==> config.mk <==
export PLATFORM = sky130hd
export DESIGN_NAME = wpf_dist
export DESIGN_NICKNAME = d
export VERILOG_FILES = /design/src/design/assert_macros.svh /design/src/design/wpf_pkg.sv /design/src/design/wpf_dist.sv
export SDC_FILE = /design/constraint.sdc
export NUM_CORES = 2
export LEC_CHECK = 0
export BUFFER_PORTS_ARGS = -buffer_cell sky130_fd_sc_hd__buf_4
export CAP_MARGIN = 20
export CORE_MARGIN = 10
export CORE_UTILIZATION = 50
export CTS_BUF_LIST = sky130_fd_sc_hd__clkbuf_4
export CTS_CLUSTER_SIZE = 16
export DETAILED_ROUTE_END_ITERATION = 6
export HOLD_SLACK_MARGIN = 0.12
export PLACE_DENSITY_LB_ADDON = 0.25
export SLEW_MARGIN = 20
export SYNTH_ARGS = -nofsm -noshare
export SYNTH_HDL_FRONTEND = slang
export SYNTH_SLANG_ARGS = --single-unit
==> constraint.sdc <==
create_clock -name clk -period 9.73 [get_ports clk]
set_clock_uncertainty 0.15 [all_clocks]
set_input_delay 1.4595 -clock clk [delete_from_list [all_inputs] [get_ports clk]]
set_output_delay 1.4595 -clock clk [all_outputs]
set_load 0.01 [all_outputs]
==> src/design/assert_macros.svh <==
// Assertion macros used by the path follower.
`ifndef ASSERT_MACROS_SVH
`define ASSERT_MACROS_SVH

`ifndef ASSERT_OFF
`define ASSERT_IMPLIES(label, clk, rst_n, ante, cons) \
    label: assert property (@(posedge clk) disable iff (!rst_n) (ante) |-> (cons)) \
        else $error("assertion failed");
`define ASSERT_NEXT(label, clk, rst_n, ante, cons) \
    label: assert property (@(posedge clk) disable iff (!rst_n) (ante) |=> (cons)) \
        else $error("assertion failed");
`else
`define ASSERT_IMPLIES(label, clk, rst_n, ante, cons)
`define ASSERT_NEXT(label, clk, rst_n, ante, cons)
`endif

`endif

==> src/design/wpf_pkg.sv <==
package wpf_pkg;

    localparam int COORD_BITS = 24;
    localparam int MAG_BITS = COORD_BITS + 1;
    localparam int SQ_BITS = 2 * MAG_BITS;
    localparam int DIST_BITS = SQ_BITS + 2;
    localparam int COUNT_BITS = 9;
    localparam int CFG_BITS = 32;
    localparam int CFG_INDEX_BITS = 2;
    localparam int MAX_WAYPOINTS_DEFAULT = 256;

    localparam logic [CFG_BITS-1:0] RESET_REACH = 32'd25600;
    localparam logic [CFG_BITS-1:0] RESET_LOOP = 32'd2304;

    localparam logic [CFG_INDEX_BITS-1:0] CFG_REACH = 2'd0;
    localparam logic [CFG_INDEX_BITS-1:0] CFG_LOOP = 2'd1;

    localparam logic [2:0] ACT_CLEAR = 3'd0;
    localparam logic [2:0] ACT_APPEND = 3'd1;
    localparam logic [2:0] ACT_STEP = 3'd2;
    localparam logic [2:0] ACT_QUERY = 3'd3;
    localparam logic [2:0] ACT_REVERSE = 3'd4;

    localparam logic [1:0] ST_OK = 2'd0;
    localparam logic [1:0] ST_FULL = 2'd1;
    localparam logic [1:0] ST_REVERSED = 2'd2;

    typedef struct packed {
        logic signed [COORD_BITS-1:0] x;
        logic signed [COORD_BITS-1:0] y;
        logic signed [COORD_BITS-1:0] z;
    } wp_t;

    typedef struct packed {
        logic [2:0] action;
        logic signed [COORD_BITS-1:0] pos_x;
        logic signed [COORD_BITS-1:0] pos_y;
        logic signed [COORD_BITS-1:0] pos_z;
    } cmd_t;

    typedef struct packed {
        logic found;
        logic signed [COORD_BITS-1:0] way_x;
        logic signed [COORD_BITS-1:0] way_y;
        logic signed [COORD_BITS-1:0] way_z;
        logic [COUNT_BITS-1:0] stored_count;
        logic [1:0] status;
    } rsp_t;

    typedef struct packed {
        logic valid;
        logic [DIST_BITS-1:0] dsq;
        wp_t way;
    } dist_res_t;

    function automatic logic [MAG_BITS-1:0] abs_diff(
        input logic signed [COORD_BITS-1:0] a,
        input logic signed [COORD_BITS-1:0] b
    );
        logic [COORD_BITS:0] d;
        d = {a[COORD_BITS-1], a} - {b[COORD_BITS-1], b};
        return d[COORD_BITS] ? MAG_BITS'(-d) : MAG_BITS'(d);
    endfunction

endpackage

==> src/design/wpf_dist.sv <==
module wpf_dist #(
    parameter int TAG_BITS = 8
) (
    input  logic                      clk,
    input  logic                      rst_n,
    input  logic                      in_valid,
    input  wpf_pkg::wp_t              pos,
    input  wpf_pkg::wp_t              way,
    input  logic [TAG_BITS-1:0]       tag_in,
    output wpf_pkg::dist_res_t        res,
    output logic [TAG_BITS-1:0]       tag_out,
    output logic                      busy
);

    logic                         v1_reg;
    logic [wpf_pkg::MAG_BITS-1:0] mag_x_reg, mag_y_reg, mag_z_reg;
    logic [wpf_pkg::MAG_BITS-1:0] mag_x_next, mag_y_next, mag_z_next;
    wpf_pkg::wp_t                 way1_reg;
    logic [TAG_BITS-1:0]          tag1_reg;

    logic                         v2_reg;
    logic [wpf_pkg::SQ_BITS-1:0]  sq_x_reg, sq_y_reg, sq_z_reg;
    logic [wpf_pkg::SQ_BITS-1:0]  sq_x_next, sq_y_next, sq_z_next;
    wpf_pkg::wp_t                 way2_reg;
    logic [TAG_BITS-1:0]          tag2_reg;

    logic                         v3_reg;
    logic [wpf_pkg::DIST_BITS-1:0] dist_reg, dist_next;
    wpf_pkg::wp_t                 way3_reg;
    logic [TAG_BITS-1:0]          tag3_reg;

    always_comb
    begin
        mag_x_next = wpf_pkg::abs_diff(pos.x, way.x);
        mag_y_next = wpf_pkg::abs_diff(pos.y, way.y);
        mag_z_next = wpf_pkg::abs_diff(pos.z, way.z);
        sq_x_next = wpf_pkg::SQ_BITS'(mag_x_reg) * wpf_pkg::SQ_BITS'(mag_x_reg);
        sq_y_next = wpf_pkg::SQ_BITS'(mag_y_reg) * wpf_pkg::SQ_BITS'(mag_y_reg);
        sq_z_next = wpf_pkg::SQ_BITS'(mag_z_reg) * wpf_pkg::SQ_BITS'(mag_z_reg);
        dist_next = wpf_pkg::DIST_BITS'(sq_x_reg) + wpf_pkg::DIST_BITS'(sq_y_reg)
                  + wpf_pkg::DIST_BITS'(sq_z_reg);
    end

    always_ff @(posedge clk or negedge rst_n)
    begin
        if (!rst_n)
        begin
            v1_reg <= 1'b0;
            v2_reg <= 1'b0;
            v3_reg <= 1'b0;
        end
        else
        begin
            v1_reg <= in_valid;
            v2_reg <= v1_reg;
            v3_reg <= v2_reg;
        end
    end

    always_ff @(posedge clk)
    begin
        mag_x_reg <= mag_x_next;
        mag_y_reg <= mag_y_next;
        mag_z_reg <= mag_z_next;
        way1_reg <= way;
        tag1_reg <= tag_in;
        sq_x_reg <= sq_x_next;
        sq_y_reg <= sq_y_next;
        sq_z_reg <= sq_z_next;
        way2_reg <= way1_reg;
        tag2_reg <= tag1_reg;
        dist_reg <= dist_next;
        way3_reg <= way2_reg;
        tag3_reg <= tag2_reg;
    end

    assign res.valid = v3_reg;
    assign res.dsq = dist_reg;
    assign res.way = way3_reg;
    assign tag_out = tag3_reg;
    assign busy = v1_reg | v2_reg | v3_reg;

endmodule

Word-level counts from Yosys, hierarchy flattened
Index checks and enable logic that the tools add are counted.
{ "totals": {"reg_bits": 520, "input_bits": 155, "word_cells": 41} }
{ "op_classes": {"add_sub_neg": 8, "mul": 3, "muxes": 3, "bitwise_logic": 2} }
{ "op_table": {"columns": ["op", "n"], "rows": [
  ["multiplier 25 x 25 -> 50 bit", 3],
  ["negation 25 bit", 3],
  ["subtractor 24 x 24 -> 25 bit", 3],
  ["two-way mux 24 bit", 3],
  ["adder 51 x 50 -> 52 bit", 1],
  ["adder 50 x 50 -> 51 bit", 1],
  ["OR 1 bit", 2]
]} }

Depth between registers and ports, before layout
{ "logic_depth": {"word_depth": 3, "depth_mapped": 31} }

Worst setup path after synthesis
Ideal clock, no wire load.
{ "synth_timing": {"path_kind": "register -> register", "start": "reg mag_z_reg[2] in the netlist's numbering", "end": "reg sq_z_reg[49] in the netlist's numbering", "setup_ns": 0.072, "arrival_time_ns": 7.290, "t_required_ns": 9.508, "path_slack_ns": 2.218, "path_stages_with_launch": 31, "n_path_buf": 2, "path_cell_list": "dfxtp_1 > clkbuf_1 > clkbuf_1 > nand2_1 > fa_1 > inv_1 > fa_1 > inv_1 > fa_1 > inv_1 > fa_1 > inv_1 > fa_1 > inv_1 > fa_1 > inv_1 > fa_1 > inv_1 > ha_1 > a21o_1 > a21o_1 > a2111oi_1 > o31ai_1 > o2111ai_1 > a31oi_1 > nand2_1 > o21ai_0 > a311oi_1 > o21ai_0 > a21oi_1 > xnor2_1"} }
{ "synth_via": {"elab_chain_cells": 1} }
{ "synth_lines": {"columns": ["element", "line", "source"], "rows": [
  ["start: declaration", "wpf_dist.sv:16", "logic [wpf_pkg::MAG_BITS-1:0] mag_x_reg, mag_y_reg, mag_z_reg;"],
  ["start signal: assignment", "wpf_dist.sv:64", "mag_z_reg <= mag_z_next;"],
  ["multiplier 25 x 25 -> 50 bit", "wpf_dist.sv:39", "sq_z_next = wpf_pkg::SQ_BITS'(mag_z_reg) * wpf_pkg::SQ_BITS'(mag_z_reg);"],
  ["via sq_z_next, one bit", "wpf_dist.sv:23", "logic [wpf_pkg::SQ_BITS-1:0] sq_x_next, sq_y_next, sq_z_next;"],
  ["end signal: assignment", "wpf_dist.sv:69", "sq_z_reg <= sq_z_next;"],
  ["end: declaration", "wpf_dist.sv:22", "logic [wpf_pkg::SQ_BITS-1:0] sq_x_reg, sq_y_reg, sq_z_reg;"]
]} }
The timed path passes the listed nets, and every way through them passes these cells.
A chain may end at the register's enable or synchronous reset.

Final worst setup path
{ "layout_timing": {"start": "reg mag_x_reg[11] in the netlist's numbering", "end": "reg sq_x_reg[48] in the netlist's numbering"} }
{ "layout_via": {"elab_chain_cells": 1} }
{ "layout_lines": {"columns": ["element", "line", "source"], "rows": [
  ["start: declaration", "wpf_dist.sv:16", null],
  ["start signal: assignment", "wpf_dist.sv:62", "mag_x_reg <= mag_x_next;"],
  ["multiplier 25 x 25 -> 50 bit", "wpf_dist.sv:37", "sq_x_next = wpf_pkg::SQ_BITS'(mag_x_reg) * wpf_pkg::SQ_BITS'(mag_x_reg);"],
  ["via sq_x_next, one bit", "wpf_dist.sv:23", null],
  ["end signal: assignment", "wpf_dist.sv:67", "sq_x_reg <= sq_x_next;"],
  ["end: declaration", "wpf_dist.sv:22", null]
]} }
The timed path passes the listed nets, and every way through them passes these cells.

==> reports/metrics.cfg <==
[sta]
worst_pin_slew_ns=1.13
hold_violations=0
slew_headroom_pct=24.2
final_max_slew_viol_count=0
fmax_ghz=0.116
period_needed_ns=8.64
fin_ws_ns=1.09
final.setup.tns_ns=0
period_share_pct=88.8
finalSetupViolCount=0
rsz0062_at_grt=false

[cells_and_area]
fillers=13000
area_growth_pct=8.76
seqCellArea_um2=10400
drive_gt1_share_pct=7.99
multi_input_area_um2=53300
fin_nets=10200

[clock_tree]
htreeDepth=4
max-clock-path-buffers=3
clkTransAtPathRegs_ns=0.08
clock_latency_ns=1.10
cts_buffers=143
cts_num_sinks=517
cts_tree=yes
cts_root_buf=clkbuf_4

[synth]
ys_warn_count=0
syn-cell-area_um2=72300
synth_seq_cells=517
synthArstFlopShare_pct=0.580
synth_flop_cell=dfxtp_1
yosys.area.top_type=fa_1
ys_seq_area_share_pct=14.3
synthCells=7585
yosys-top-cells-area=fa_1, dfxtp_1, ha_1
synth_common_cells=inv_1, fa_1, ha_1
synth-edff-count=0
synth.distinct_cells=96
yosys.cell_count.top_type=inv_1
synth_top_area_share_pct=40.2
syn_avg_cell_area_um2=9.53

[setup_path]
cp_data_arrival_time_ns=9.47
cp_max_fo=19
crit_type=flip-flop to flip-flop
reg2reg_to=sq_x_reg[48]
r2r_slack_ns=1.09
end_kind=flip-flop
r2r_start=mag_x_reg[11]
cp.required_ns=10.56
worst_setup_path_start_kind=flip-flop
worstRegToRegCells=27

[routing]
met3_wirelength_um=13600
wl_met1_um=75500
via_per_inst=5.08
drt_iter0_drc=3197
drc=2
wl_met2_um=87000
post_drt_wl_per_cell_um=18.3
num_vias=50300
ant_nets=0
highest-signal-layer=met4
finalWirelength_um=182000
drtPass1Iterations=7

[global_routing]
grt_pass1_wl_um=293000
grt_pass1_vias=55100
grtUsageTotal_pct=23.3
overflow=0
grt_max_degree=29
antenna_found_initial=17

[floorplanning]
dieArea_um2=160000
rows=139
initial_core_util_pct=50.3
fp.coreArea_um2=144000
ios=289
dieHeight_um=400
die_x_um=400

[outcome]
outcome=complete, but fails checks
violations=design-rule violations

[placement]
place_hpwl_um=153000
io_buffers=288
pre_cts_ws_ns=1.18
place_congestion=0.915

[min_path]
hold_path.startpoint=way2_reg[13]
hold_depth=0
min_to=res[13]
hold_class=flip-flop to flip-flop

[flow_run]
maxCapViolations=0

[critical path: stages (launching register included)]
cell and delay (ns):
dfxtp_1 0.92, clkinv_1 0.50, nor2_1 0.29, inv_1 0.09
fa_1 0.50, inv_1 0.05, fa_1 0.53, inv_1 0.06
fa_1 0.54, inv_1 0.04, ha_1 0.18, fa_1 0.46
fa_1 0.55, inv_1 0.05, fa_1 0.47, inv_1 0.05
ha_1 0.38, nand4_1 0.14, or4b_1 0.61, a31oi_2 0.40
a221o_1 0.28, nand4_1 0.15, a31oi_1 0.29, nand3_1 0.20
o21ai_0 0.22, a21oi_1 0.13, o21ai_1 0.17, xor2_1 0.15
[logic make-up (layout without fill, tap and decap cells)]
group                    Yosys count  after routing  share of synthesized area (%)
AO/OA/AOI/OAI                    783            783                           7.12
XOR/XNOR                         337            337                           4.10
adder cells (fa/ha/maj)         2139           2139                           52.1
buffers and inverters           2287           2709                           11.9
flip-flops                       517            517                           14.3
multiplexers                      14             14                          0.203
other                              1              9                        0.00519
AND/OR/NAND/NOR                 1507           1507                           10.2
[cell usage in the layout, fill, tap and decap left out, types with 13 or more instances in the layout]
cell           count
nor2b_1           49
xnor2_1          229
ha_1             687
a21o_1           138
and3_1            21
nand4_1           38
o21bai_1          37
inv_1           2088
a31oi_1           31
o21a_1            36
dlygate4sd3_1     13
clkbuf_4         178
nand3_1           52
dfxtp_1          513
clkinv_1          37
clkinv_2          14
a211oi_1          23
a21oi_1          258
nand2_1          587
nor2_1           250
xor2_1           107
nand2b_1          29
buf_4            360
or3_1             14
o21ai_1           17
o21ai_0          115
nor3_1            25
and2_1           369
fa_1            1452
[timing repair]
item,in CTS,in global routing
setup endpoints to repair,0,0
hold endpoints to repair,15,0
setup buffers,0,0
gates resized for setup,0,0
hold buffers,13,0
[layout make-up]
cell class                 instances  share of cell area [%]
antenna                            6                  0.0191
clock buffer                     178                    1.70
clock inverter                    65                   0.626
inverter                        2093                    10.0
multi-input combinational       4783                    67.8
sequential                       517                    13.2
tap                             1903                    3.03
timing repair buffer             373                    3.60
[layer usage]
layer  vias up  global-route usage [%]
met1     25200                    30.4
met2      1503                    39.0
met3       288                    4.61
met4         0                    7.48
li1      23400                       -
met5         -                       0
[stage by stage]
step           instances  hold slack, ns  util [%]  instance area, µm²
2_1_floorplan       7587           0.160         -               72300
3_3_place_gp        9656           0.160      53.3               76600
3_5_place_dp        9656           0.162      53.3               76600
4_1_cts             9912           0.156      54.7               78600
5_1_grt             9917           0.143      54.7               78600
6_report            9918           0.161      54.7               78600
[how the worst max path moves through the flow]
stage                  startpoint      endpoint  slack, ns  cells after the start
floorplan            mag_z_reg[2]  sq_z_reg[49]       2.22                     30
global placement    mag_x_reg[11]  sq_x_reg[48]       1.32                     27
detailed placement  mag_x_reg[11]  sq_x_reg[48]       1.18                     27
CTS                  mag_z_reg[9]  sq_z_reg[49]       1.16                     25
global route         mag_z_reg[9]  sq_z_reg[49]       0.59                     25
finish              mag_x_reg[11]  sq_x_reg[48]       1.09                     27
Power is not shown: default switching activity piles up to over one toggle a cycle in this logic, so the estimate is an artifact.
