**src/design/assert_macros.svh**
```systemverilog
// Assertion macros used by the path follower.
`ifndef ASSERT_MACROS_SVH
`define ASSERT_MACROS_SVH

`ifndef ASSERT_OFF
`define ASSERT_IMPLIES(label, clk, rst_n, ante, cons) \
    label: assert property (@(posedge clk) disable iff (!rst_n) (ante) |-> (cons)) \
        else $error("assertion failed");
`define ASSERT_NEXT(label, clk, rst_n, ante, cons) \
    label: assert property (@(posedge clk) disable iff (!rst_n) (ante) |=> (cons)) \
        else $error("assertion failed");
`else
`define ASSERT_IMPLIES(label, clk, rst_n, ante, cons)
`define ASSERT_NEXT(label, clk, rst_n, ante, cons)
`endif

`endif

```
**src/design/wpf_ram.sv**
```systemverilog
module wpf_ram #(
    parameter int WIDTH = 8,
    parameter int DEPTH = 16
) (
    input  logic                     clk,
    input  logic                     we,
    input  logic [$clog2(DEPTH)-1:0] wr_addr,
    input  logic [WIDTH-1:0]         wr_data,
    input  logic                     re,
    input  logic [$clog2(DEPTH)-1:0] rd_addr,
    output logic [WIDTH-1:0]         rd_data
);

    logic [WIDTH-1:0] mem [DEPTH];

    always_ff @(posedge clk)
    begin
        if (we)
        begin
            mem[wr_addr] <= wr_data;
        end
        if (re)
        begin
            rd_data <= mem[rd_addr];
        end
    end

endmodule

```
**config.mk**
```make
export PLATFORM = sky130hd
export DESIGN_NAME = wpf_ram
export DESIGN_NICKNAME = d
export VERILOG_FILES = /design/src/design/assert_macros.svh /design/src/design/wpf_ram.sv
export SDC_FILE = /design/constraint.sdc
export NUM_CORES = 1
export LEC_CHECK = 0
export BUFFER_PORTS_ARGS = -buffer_cell sky130_fd_sc_hd__buf_2
export CAP_MARGIN = 30
export CELL_PAD_IN_SITES_DETAIL_PLACEMENT = 1
export CELL_PAD_IN_SITES_GLOBAL_PLACEMENT = 2
export CORE_MARGIN = 1
export CORE_UTILIZATION = 40
export CTS_CLUSTER_SIZE = 12
export DETAILED_ROUTE_END_ITERATION = 8
export GPL_TIMING_DRIVEN = 0
export PLACE_DENSITY = 0.8
export SYNTH_ARGS = -nofsm -noshare
export SYNTH_HDL_FRONTEND = slang
export SYNTH_SLANG_ARGS = --single-unit
```
**constraint.sdc**
```tcl
create_clock -name clk -period 1.57 [get_ports clk]
set_input_delay 0.0785 -clock clk [delete_from_list [all_inputs] [get_ports clk]]
set_output_delay 0.0785 -clock clk [all_outputs]
set_load 0.02 [all_outputs]
```
Word level (Yosys, flattened, before mapping)
Memory sizes are Yosys's and may differ from the RTL's. A register that Yosys moved wholly into a read port is not among the register bits.
Index checks and enable logic that the tools add are counted.
W data, S select, Z words.

storage, ports and cells
  word-level logic and storage cells = 3
  output and inout bits = 8
  RAM bits = 128
  register bits = 0
  memories kept = 1
  input port bits = 19

memories
  name  words  width  read ports  clocked after Yosys merged registers in  write ports  line           RTL
  mem   16     8      1           1                                        1            wpf_ram.sv:14  logic [WIDTH-1:0] mem [DEPTH];

operators by class
  multiplexer cells = 2

operator list
  operator  count
  $mux W1   2

Depth between registers and ports, before layout
Gate-level depths: netlist of the first run.

  depth in word-level cells = 2
  mapped depth = 5
  mapped depth without buffers = 3

Worst setup path before layout of the first run
OpenSTA, ideal clock, no wires.

  path kind = input port to flip-flop
  start point = input wr_addr[2]
  end point = memory mem[0][0] (enable)
  arrival time = 1.188 ns
  cell stages on the path = 2
  required time = 1.187 ns
  path buffers = 0
  path slack = -0.001 ns
  library setup time = 0.383 ns
  path through = or3b_2 > nor3_1

RTL lines
  element             line           RTL
  start: declaration  wpf_ram.sv:7   input logic [$clog2(DEPTH)-1:0] wr_addr,
  end: declaration    wpf_ram.sv:14

No word-level cell before the write port.

==> results.py, run 1 <==
metrics = {
    "run_status": {
        "status": "finished, final reports clean",
    },
    "timing": {
        "tns_ns": 0,
        "period_needed_ns": 1.51,
        "finalWorstSetupSlack_ns": 0.0585,
        "slew_viol_final": 0,
        "skew_ns": 0.00666,
        "timing.hold.ws_ns": 0.0601,
        "worstMarginPinSlew_ns": 0.874,
        "rsz0062_at_grt": "no",
        "finalHoldViolCount": 0,
        "setup_viol_count_final": 0,
        "max-slew-margin-rel_pct": 41.3,
        "period_share_pct": 96.3,
        "max_freq_mhz": 662,
    },
    "cells_and_area": {
        "fin_area_sq_um": 6190,
        "num_antenna_cells": 0,
        "nets": 296,
        "fin_cells": 462,
        "drive_above_1_share_pct": 32.8,
        "utilization_pct": 48.9,
        "area_delta_synth_final_pct": 18.5,
    },
    "synthesis": {
        "yosys_warnings": 0,
        "synth_top_area_share_pct": 78.1,
        "ys_top_cells_by_count": "edfxtp_1, mux4_2, a22oi_1",
        "synth_nets": 248,
        "synth_edf_count": 136,
        "synth_seq_area_share_pct": 78.1,
        "synth_area_sq_um": 5230,
        "yosysMostFrequentCell": "edfxtp_1",
        "syn_area_per_cell_sq_um": 22.8,
        "yosysTopAreaCell": "edfxtp_1",
        "synth_ff_type": "edfxtp_1",
        "synth.distinct_cells": 18,
        "synth_cells": 229,
        "synth.area.top_cells": "edfxtp_1, mux4_2, mux4_1, a22oi_1, nor2_1",
        "async_flop_share_pct": 0,
        "ys_ff_latch": 136,
    },
    "cts": {
        "cts_made_buffers": 17,
        "postCtsSetupRepairBufs": 0,
        "clk_pin_slew_ns": 0.05,
        "htree_num_levels": 4,
        "numClockSinks": 136,
        "root_buffer": "clkbuf_16",
        "cts_tree": "done",
        "clockBufferDepth": 2,
        "clk_latency_ns": 0.42,
    },
    "detailed_routing": {
        "ant_nets": 0,
        "wl_per_cell_um": 23.4,
        "drtIter0Drc": 172,
        "avgViaCountPerCell": 5.34,
        "drc": 0,
        "vias": 2465,
        "first_pass_iters": 4,
        "drt-total-wl_mm": 10.8,
    },
    "floorplanning": {
        "io_pins": 27,
        "design.core.area_sq_um": 12700,
        "start_util_pct": 41.3,
        "design.die.area_sq_um": 13500,
        "rows": 41,
        "die-width_um": 116,
        "die_y_um": 116,
    },
    "power_and_ir_drop": {
        "total_power_mw": 8.31,
        "powerDensity_nw_per_um2": 1340,
        "p_int_mw": 6.56,
        "seqPwrFrac_pct": 49.5,
        "p_sw_share_pct": 21.1,
        "leakage_nw": 2.05,
        "switching_power_mw": 1.75,
        "clockPowerShare_pct": 45.4,
        "peakVddDrop_mv": 0.738,
        "comb_power_share_pct": 5.1,
    },
    "setup_path": {
        "crit_slowest_cell": "mux4_1",
        "crit_required_ns": 1.74,
        "slowest_delay_ns": 0.59,
        "crit_arrival_ns": 1.68,
        "crit_type": "flop to flop",
        "critPathLaunchType": "flop",
        "critPathMaxFanout": 1,
        "crit_path_end_kind": "flop",
        "rrSetupSlack_ns": 0.06,
        "crit_chain": "mux4_1 -> a22oi_2 -> nand2_1",
    },
    "global_routing": {
        "grt_pass1_vias": 2600,
        "grt_usage_pct": 18.3,
        "grt_pass1_wl_mm": 16.4,
        "overflow": 0,
        "grt_max_degree": 17,
        "antenna_found_initial": 0,
    },
    "placement": {
        "place.gp.congestion": 0.720,
        "dpl_cell_area_sq_um": 5590,
        "dp.cells": 429,
        "placement.io_buffers": 25,
        "dp_slack_ns": -0.219,
        "hpwlAfterDp_mm": 6.70,
    },
    "job": {
        "maxCapViolCount": 0,
    },
    "hold_path": {
        "hold_path.class": "input port to flop",
    },
}
## flip-flops by register name, indices dropped and copies added (netlist names)
| name | count |
|---|---|
| mem | 128 |
| rd_data | 8 |
## cell usage in the layout (no fill, tap or decap)
cell type	Yosys	layout
nand3b_1	2	2
and2_1	1	1
buf_6	3	3
clkinvlp_4	0	5
clkdlybuf4s25_2	3	3
clkinv_2	0	7
clkbuf_16	0	17
mux4_1	14	14
nand3_1	1	1
buf_4	1	2
nor2b_1	1	1
or3b_2	1	1
dlygate4sd3_1	0	1
and2b_1	1	1
buf_2	3	30
nor3_1	4	3
nand2b_1	2	2
bufinv_16	0	2
clkinv_1	0	1
nor3_2	0	1
a22oi_2	0	6
mux4_2	18	18
a22oi_1	16	10
nor2_1	13	13
nand2_1	9	9
edfxtp_1	136	136
## worst paths after layout
check / from / to / cells after the start
setup / recovery: mem[5][1]$_DFFE_PP_ / rd_data[1]$_DFFE_PP_ / 3
hold / removal: wr_data[6] / mem[7][6]$_DFFE_PP_ / 1
setup reg to reg: mem[5][1]$_DFFE_PP_ / rd_data[1]$_DFFE_PP_ / 3
hold reg to reg: mem[11][3]$_DFFE_PP_ / rd_data[3]$_DFFE_PP_ / 3
## worst max-delay path, delay by kind of cell, from the launching register on
family	cells	cell delay [ns]
AO/OA/AOI/OAI	1	0.22
multiplexers	1	0.59
flip-flops	1	0.36
AND/OR/NAND/NOR	1	0.09
## power groups by stage
stage,Combinational (mW),Sequential (mW),Clock [mW]
global placement,0.397,4.18,0
detailed placement,0.414,4.19,0
global route,0.456,4.12,3.93
CTS,0.425,4.11,3.81
floorplan,0.207,4.20,0
finish,0.426,4.11,3.77
## per-layer routing
layer	global-route usage, %	vias to the layer above	wire (um)
met5	0	-	0
met4	8.21	0	197
met3	4.62	14	509
met2	29.7	82	5440
met1	23.2	1296	4690
li1	-	1073	-
## area by class of cell
type                       count  area [sq um]
buffer                        10          86.3
clock buffer                  17           425
clock inverter                15           136
fill                        1161          6480
multi-input combinational     83          1090
sequential                   136          4080
tap                          172           215
timing repair buffer          29           153
## what timing repair did
action,CTS,global route
hold buffers,1,0
hold endpoints to repair,8,0
pin swaps,0,1
resized for setup,2,4
cloned,0,0
endpoints found under the setup margin,2,4
## logic make-up after synthesis
family / count (synthesis) / synth area share [%]
compound gates: 16 / 2.30
flops: 136 / 78.1
simple gates: 35 / 3.14
buf+inv: 10 / 1.65
mux: 32 / 14.8
Power figures use the tool's default switching activity.
==> run 2, diff against run 1 <==
--- a/config.mk
+++ b/config.mk
@@ -11,10 +11,11 @@
 export CELL_PAD_IN_SITES_GLOBAL_PLACEMENT = 2
 export CORE_MARGIN = 1
 export CORE_UTILIZATION = 40
+export CTS_BUF_LIST = sky130_fd_sc_hd__clkbuf_8 sky130_fd_sc_hd__clkbuf_16
 export CTS_CLUSTER_SIZE = 12
 export DETAILED_ROUTE_END_ITERATION = 8
 export GPL_TIMING_DRIVEN = 0
-export PLACE_DENSITY = 0.8
+export PLACE_DENSITY = 0.77
 export SYNTH_ARGS = -nofsm -noshare
 export SYNTH_HDL_FRONTEND = slang
 export SYNTH_SLANG_ARGS = --single-unit
==> constraint.sdc (replaced) <==
create_clock -name clk -period 1.9 [get_ports clk]
set_input_delay 0.095 -clock clk [delete_from_list [all_inputs] [get_ports clk]]
set_output_delay 0.095 -clock clk [all_outputs]
set_load 0.02 [all_outputs]
==> run 2 against run 1 <==
Die area unchanged. Critical endpoint is now rd_data[0]$_DFFE_PP_. Non-clock buffer count unchanged. Combinational power decreased by 20%. Critical path type unchanged. Global-route usage decreased by 0.39 points. Via count decreased by 1.7%. Maximum frequency decreased by 3.8%. Register-to-register slack improved by 0.27 ns. Core utilization decreased by 0.22 points. Count of clock-buffer cells in the layout unchanged. Worst setup slack improved by 0.27 ns.
==> results.py, run 2 (synthesis gave the netlist of run 1 again) <==
metrics = {
    "timing": {
        "period_needed_ns": 1.57,
        "worstMarginPinSlew_ns": 0.850,
        "rsz0062_at_grt": "no",
        "period_share_pct": 82.7,
        "setup_viol_count_final": 0,
        "max-slew-margin-rel_pct": 43.1,
        "slew_viol_final": 0,
        "finalHoldViolCount": 0,
        "skew_ns": 0.0108,
        "finalWorstSetupSlack_ns": 0.330,
        "max_freq_mhz": 637,
        "timing.hold.ws_ns": 0.0288,
    },
    "detailed_routing": {
        "wl_per_cell_um": 23.0,
        "first_pass_iters": 4,
        "vias": 2424,
        "drt-total-wl_mm": 10.6,
        "avgViaCountPerCell": 5.25,
        "drtIter0Drc": 153,
        "drc": 0,
        "ant_nets": 0,
    },
    "setup_path": {
        "crit_path_end_kind": "flop",
        "critPathLaunchType": "flop",
        "crit_required_ns": 2.07,
        "slowest_delay_ns": 0.57,
        "critPathMaxFanout": 1,
        "crit_chain": "mux4_1 -> a22oi_1 -> nand2_1",
        "r2r_start": "mem[5][0]$_DFFE_PP_",
        "reg2reg_to": "rd_data[0]$_DFFE_PP_",
        "crit_type": "flop to flop",
        "crit_slowest_cell": "mux4_1",
        "crit_arrival_ns": 1.74,
        "reg2reg_depth": 3,
        "rrSetupSlack_ns": 0.33,
    },
    "cts": {
        "cts_hold_buf": 0,
        "cts_tree": "done",
        "cts_resized": 0,
        "cts_made_buffers": 17,
        "clk_pin_slew_ns": 0.06,
        "numClockSinks": 136,
        "clk_latency_ns": 0.42,
        "postCtsSetupRepairBufs": 0,
        "htree_num_levels": 4,
        "clockBufferDepth": 2,
        "root_buffer": "clkbuf_16",
    },
    "floorplanning": {
        "start_util_pct": 41.3,
        "io_pins": 27,
        "design.die.area_sq_um": 13500,
        "die_y_um": 116,
        "rows": 41,
        "design.core.area_sq_um": 12700,
        "die-width_um": 116,
    },
    "hold_path": {
        "hold_path.class": "input port to flop",
        "min_to": "rd_data[2]$_DFFE_PP_",
        "hold_depth": 1,
        "worstHoldStart": "re",
    },
    "cells_and_area": {
        "utilization_pct": 48.7,
        "top_regs": "mem: 128 flops, rd_data: 8 flops",
        "num_antenna_cells": 0,
        "multi_input_area_sq_um": 1060,
        "registers.top_by_ff_count": "mem",
        "nets": 296,
        "layout_common_cells": "edfxtp_1, buf_2, mux4_2",
        "area_delta_synth_final_pct": 17.9,
        "fillers": 1138,
        "fin_area_sq_um": 6160,
        "layout_commonest_cell": "edfxtp_1",
        "regArea_sq_um": 4080,
        "largest_reg_flops": 128,
        "drive_above_1_share_pct": 28.6,
    },
    "placement": {
        "hpwlAfterDp_mm": 6.82,
        "dpl_cell_area_sq_um": 5600,
        "placement.io_buffers": 25,
        "place.gp.congestion": 0.715,
        "dp_slack_ns": -0.0742,
    },
    "power_and_ir_drop": {
        "seqPwrFrac_pct": 49.2,
        "p_int_mw": 5.53,
        "switching_power_mw": 1.38,
        "total_power_mw": 6.91,
        "p_sw_share_pct": 20.0,
        "peakVddDrop_mv": 0.565,
        "comb_power_share_pct": 4.9,
        "clockPowerShare_pct": 45.9,
        "leakage_nw": 2.06,
        "powerDensity_nw_per_um2": 1120,
    },
    "global_routing": {
        "grt_max_degree": 17,
        "overflow": 0,
        "grt_pass1_vias": 2650,
        "grt_pass1_wl_mm": 16.1,
        "grt_usage_pct": 17.9,
        "antenna_found_initial": 0,
    },
    "run_status": {
        "status": "finished, final reports clean",
    },
    "job": {
        "maxCapViolCount": 0,
    },
}
[run 2: changes by cell type in the layout (fill, tap and decap cells not counted)]
cell / change
dlygate4sd3_1: -1
nor3_1: +1
a22oi_1: +6
clkinv_1: +5
inv_1: +1
buf_2: -2
clkinv_2: -2
bufinv_16: +1
buf_4: +3
nor3_2: -1
a22oi_2: -6
clkinvlp_4: -5
[run 2: metrics by stage]
| step | instances | TNS [ns] |
|---|---|---|
| after floorplan | 229 | 0 |
| after global placement | 426 | -2.15 |
| after detailed placement | 430 | -0.296 |
| after CTS | 462 | 0 |
| after global routing | 462 | 0 |
| final | 462 | 0 |
[run 2: worst max path at each step]
stage,start,endpoint,cells after the start
after global routing,mem[1][0]$_DFFE_PP_,rd_data[0]$_DFFE_PP_,3
after floorplan,wr_addr[2],mem[0][0]$_DFFE_PP_,2
after detailed placement,wr_addr[2],mem[0][1]$_DFFE_PP_,4
final,mem[5][0]$_DFFE_PP_,rd_data[0]$_DFFE_PP_,3
after global placement,wr_addr[2],mem[0][7]$_DFFE_PP_,3
after CTS,mem[5][0]$_DFFE_PP_,rd_data[0]$_DFFE_PP_,3
[run 2: cell type report]
type                       instances  area share [%]
multi-input combinational         83            17.2
buffer                            10            1.40
clock inverter                    15            2.29
tap                              172            3.49
clock buffer                      17            6.90
timing repair buffer              29            2.52
sequential                       136            66.2
[run 2: critical path: cells and delay by family, from the launching register on]
family             cells  cell delay [ns]
muxes                  1             0.57
DFF                    1             0.36
and+or+nand+nor        1             0.09
AOI/OAI and AO/OA      1             0.32
[run 2: power groups by stage]
stage	logic [mW]	registers, mW	clock network (mW)
2_1_floorplan	0.171	3.47	0
3_3_place_gp	0.329	3.45	0
3_5_place_dp	0.342	3.46	0
4_1_cts	0.345	3.40	3.22
5_1_grt	0.364	3.40	3.33
6_report	0.339	3.40	3.17
[run 2: layer usage]
metal / vias up / GRT usage [%] / routed length, um / share of wire [%]
li1: 1075 / - / - / -
met1: 1275 / 22.8 / 4670 / 44
met2: 64 / 29.0 / 5390 / 51
met3: 10 / 4.31 / 427 / 4.0
met4: 0 / 8.29 / 143 / 1.3
met5: - / 0 / 0 / 0
==> run 3, diff against run 2 <==
--- a/config.mk
+++ b/config.mk
@@ -15,7 +15,7 @@
 export CTS_CLUSTER_SIZE = 12
 export DETAILED_ROUTE_END_ITERATION = 8
 export GPL_TIMING_DRIVEN = 0
-export PLACE_DENSITY = 0.77
+export PLACE_DENSITY = 0.8
 export SYNTH_ARGS = -nofsm -noshare
 export SYNTH_HDL_FRONTEND = slang
 export SYNTH_SLANG_ARGS = --single-unit
==> constraint.sdc (replaced) <==
create_clock -name clk -period 1.4 [get_ports clk]
set_input_delay 0.07 -clock clk [delete_from_list [all_inputs] [get_ports clk]]
set_output_delay 0.07 -clock clk [all_outputs]
set_load 0.02 [all_outputs]
==> run 3 against run 2 <==
The run now ends with setup timing left. Final cell count did not move. Worst hold slack improved by 0.023 ns. Total power rose by 35%. Combinational power rose by 44%. Flip-flop and latch count did not move. Non-clock buffer count did not move. Global-route usage rose by 0.24 points. Count of clock-buffer cells in the layout did not move. Critical endpoint unchanged. Largest power group unchanged.
==> results.py, run 3 (synthesis gave the netlist of run 1 again) <==
metrics = {
    "detailed_routing": {
        "drtIter0Drc": 149,
        "drc": 0,
        "avgViaCountPerCell": 5.31,
        "vias": 2454,
        "first_pass_iters": 4,
        "wl_per_cell_um": 23.4,
        "drt-total-wl_mm": 10.8,
        "ant_nets": 0,
    },
    "setup_path": {
        "reg2reg_depth": 3,
        "critPathCapture": "rd_data[0]$_DFFE_PP_",
        "critPathMaxFanout": 1,
        "critPathLaunchType": "flop",
        "crit_start": "mem[10][0]$_DFFE_PP_",
        "reg2reg_to": "rd_data[0]$_DFFE_PP_",
        "r2r_start": "mem[10][0]$_DFFE_PP_",
        "crit_path_end_kind": "flop",
        "crit_arrival_ns": 1.66,
        "rrSetupSlack_ns": -0.11,
        "crit_required_ns": 1.55,
        "crit_type": "flop to flop",
    },
    "power_and_ir_drop": {
        "peakVddDrop_mv": 0.826,
        "powerDensity_nw_per_um2": 1510,
        "total_power_mw": 9.32,
        "leakage_nw": 2.02,
    },
    "timing": {
        "finalHoldViolCount": 0,
        "max_freq_mhz": 663,
        "setup_viol_count_final": 7,
        "slew_viol_final": 0,
        "rsz0062_at_grt": "yes",
        "max-slew-margin-rel_pct": 38.5,
        "skew_ns": 0.00706,
        "finalWorstSetupSlack_ns": -0.108,
        "period_share_pct": 108,
        "worstMarginPinSlew_ns": 0.916,
        "period_needed_ns": 1.51,
    },
    "floorplanning": {
        "design.core.area_sq_um": 12700,
        "die_y_um": 116,
        "design.die.area_sq_um": 13500,
        "start_util_pct": 41.3,
        "io_pins": 27,
        "die-width_um": 116,
        "rows": 41,
    },
    "cells_and_area": {
        "multi_input_area_sq_um": 1090,
        "num_antenna_cells": 0,
        "area_delta_synth_final_pct": 18.4,
        "fin_cells": 462,
        "top_regs": "mem: 128 flops, rd_data: 8 flops",
        "nets": 296,
        "registers.top_by_ff_count": "mem",
        "utilization_pct": 48.8,
        "drive_above_1_share_pct": 36.9,
        "fillers": 1160,
        "fin_area_sq_um": 6190,
        "regArea_sq_um": 4080,
        "largest_reg_flops": 128,
        "layout_commonest_cell": "edfxtp_1",
        "layout_common_cells": "edfxtp_1, buf_2, mux4_2",
    },
    "global_routing": {
        "gr-max-usage-layer": "met2",
        "grt_max_degree": 17,
        "grt_pass1_wl_mm": 16.2,
        "met2_usage_pct": 29.7,
        "antenna_found_initial": 0,
        "overflow": 0,
        "use_met3_pct": 4.62,
        "grt_pass1_vias": 2611,
        "grt_usage_pct": 18.1,
        "grt.met1_usage_pct": 22.7,
    },
    "cts": {
        "cts_tree": "done",
        "clk_latency_ns": 0.42,
        "htree_num_levels": 4,
        "numClockSinks": 136,
        "root_buffer": "clkbuf_16",
        "clockBufferDepth": 2,
        "postCtsSetupRepairBufs": 0,
        "cts_made_buffers": 17,
        "clk_pin_slew_ns": 0.06,
    },
    "run_status": {
        "violations": "setup timing",
        "status": "finished, violations left",
    },
    "placement": {
        "dpl_cell_area_sq_um": 5590,
        "hpwlAfterDp_mm": 6.70,
        "dp_slack_ns": -0.381,
        "dp.cells": 429,
        "place.gp.congestion": 0.720,
        "placement.io_buffers": 25,
    },
    "job": {
        "maxCapViolCount": 0,
    },
    "hold_path": {
        "hold_path.class": "input port to flop",
    },
}
run 3: layout make-up:
| cell class | instances | share of cell area (%) |
|---|---|---|
| repair buffers | 29 | 2.47 |
| well taps | 172 | 3.48 |
| clock buffers | 17 | 6.87 |
| flip-flops and latches | 136 | 66.0 |
| plain buffers | 10 | 1.40 |
| clock inverters | 15 | 2.20 |
| multi-input cells | 83 | 17.6 |
run 3: where the power goes:
part	switching (mW)	internal [mW]	total (mW)
Combinational	0.297	0.192	0.489
Clock	1.64	2.58	4.22
Sequential	0.0220	4.59	4.61
run 3: what timing repair did:
| action | CTS | global route |
|---|---|---|
| resized for setup | 14 | 4 |
| hold endpoints to repair | 8 | 0 |
| hold buffers | 1 | 0 |
| pin swaps | 8 | 3 |
| setup endpoints to repair | 8 | 16 |
run 3: worst min-delay path by stage:
stage,startpoint,endpoint,cells past startpoint
2_1_floorplan,wr_data[0],mem[0][0]$_DFFE_PP_,0
4_1_cts,wr_data[5],mem[0][5]$_DFFE_PP_,1
3_5_place_dp,re,rd_data[3]$_DFFE_PP_,1
6_report,wr_data[5],mem[7][5]$_DFFE_PP_,1
3_3_place_gp,re,rd_data[7]$_DFFE_PP_,1
5_1_grt,wr_data[5],mem[9][5]$_DFFE_PP_,1
run 3: stage by stage:
step | hold WS (ns) | TNS (ns)
finish | 0.0515 | -0.269
global route | 0.0510 | -0.616
CTS | 0.0404 | -0.361
detailed placement | 0.419 | -22.16
global placement | 0.399 | -23.95
floorplan | 0.169 | 0
run 3: layer usage:
layer | vias up | part of all wire (%)
met4 | 0 | 2.2
met3 | 15 | 4.4
met5 | - | 0
met2 | 79 | 50
li1 | 1067 | -
met1 | 1293 | 43
run 3: critical path, stage by stage, from the launching register on:
cell and delay, ns:
edfxtp_1 0.40, mux4_2 0.51, a22oi_2 0.22, nand2_1 0.11
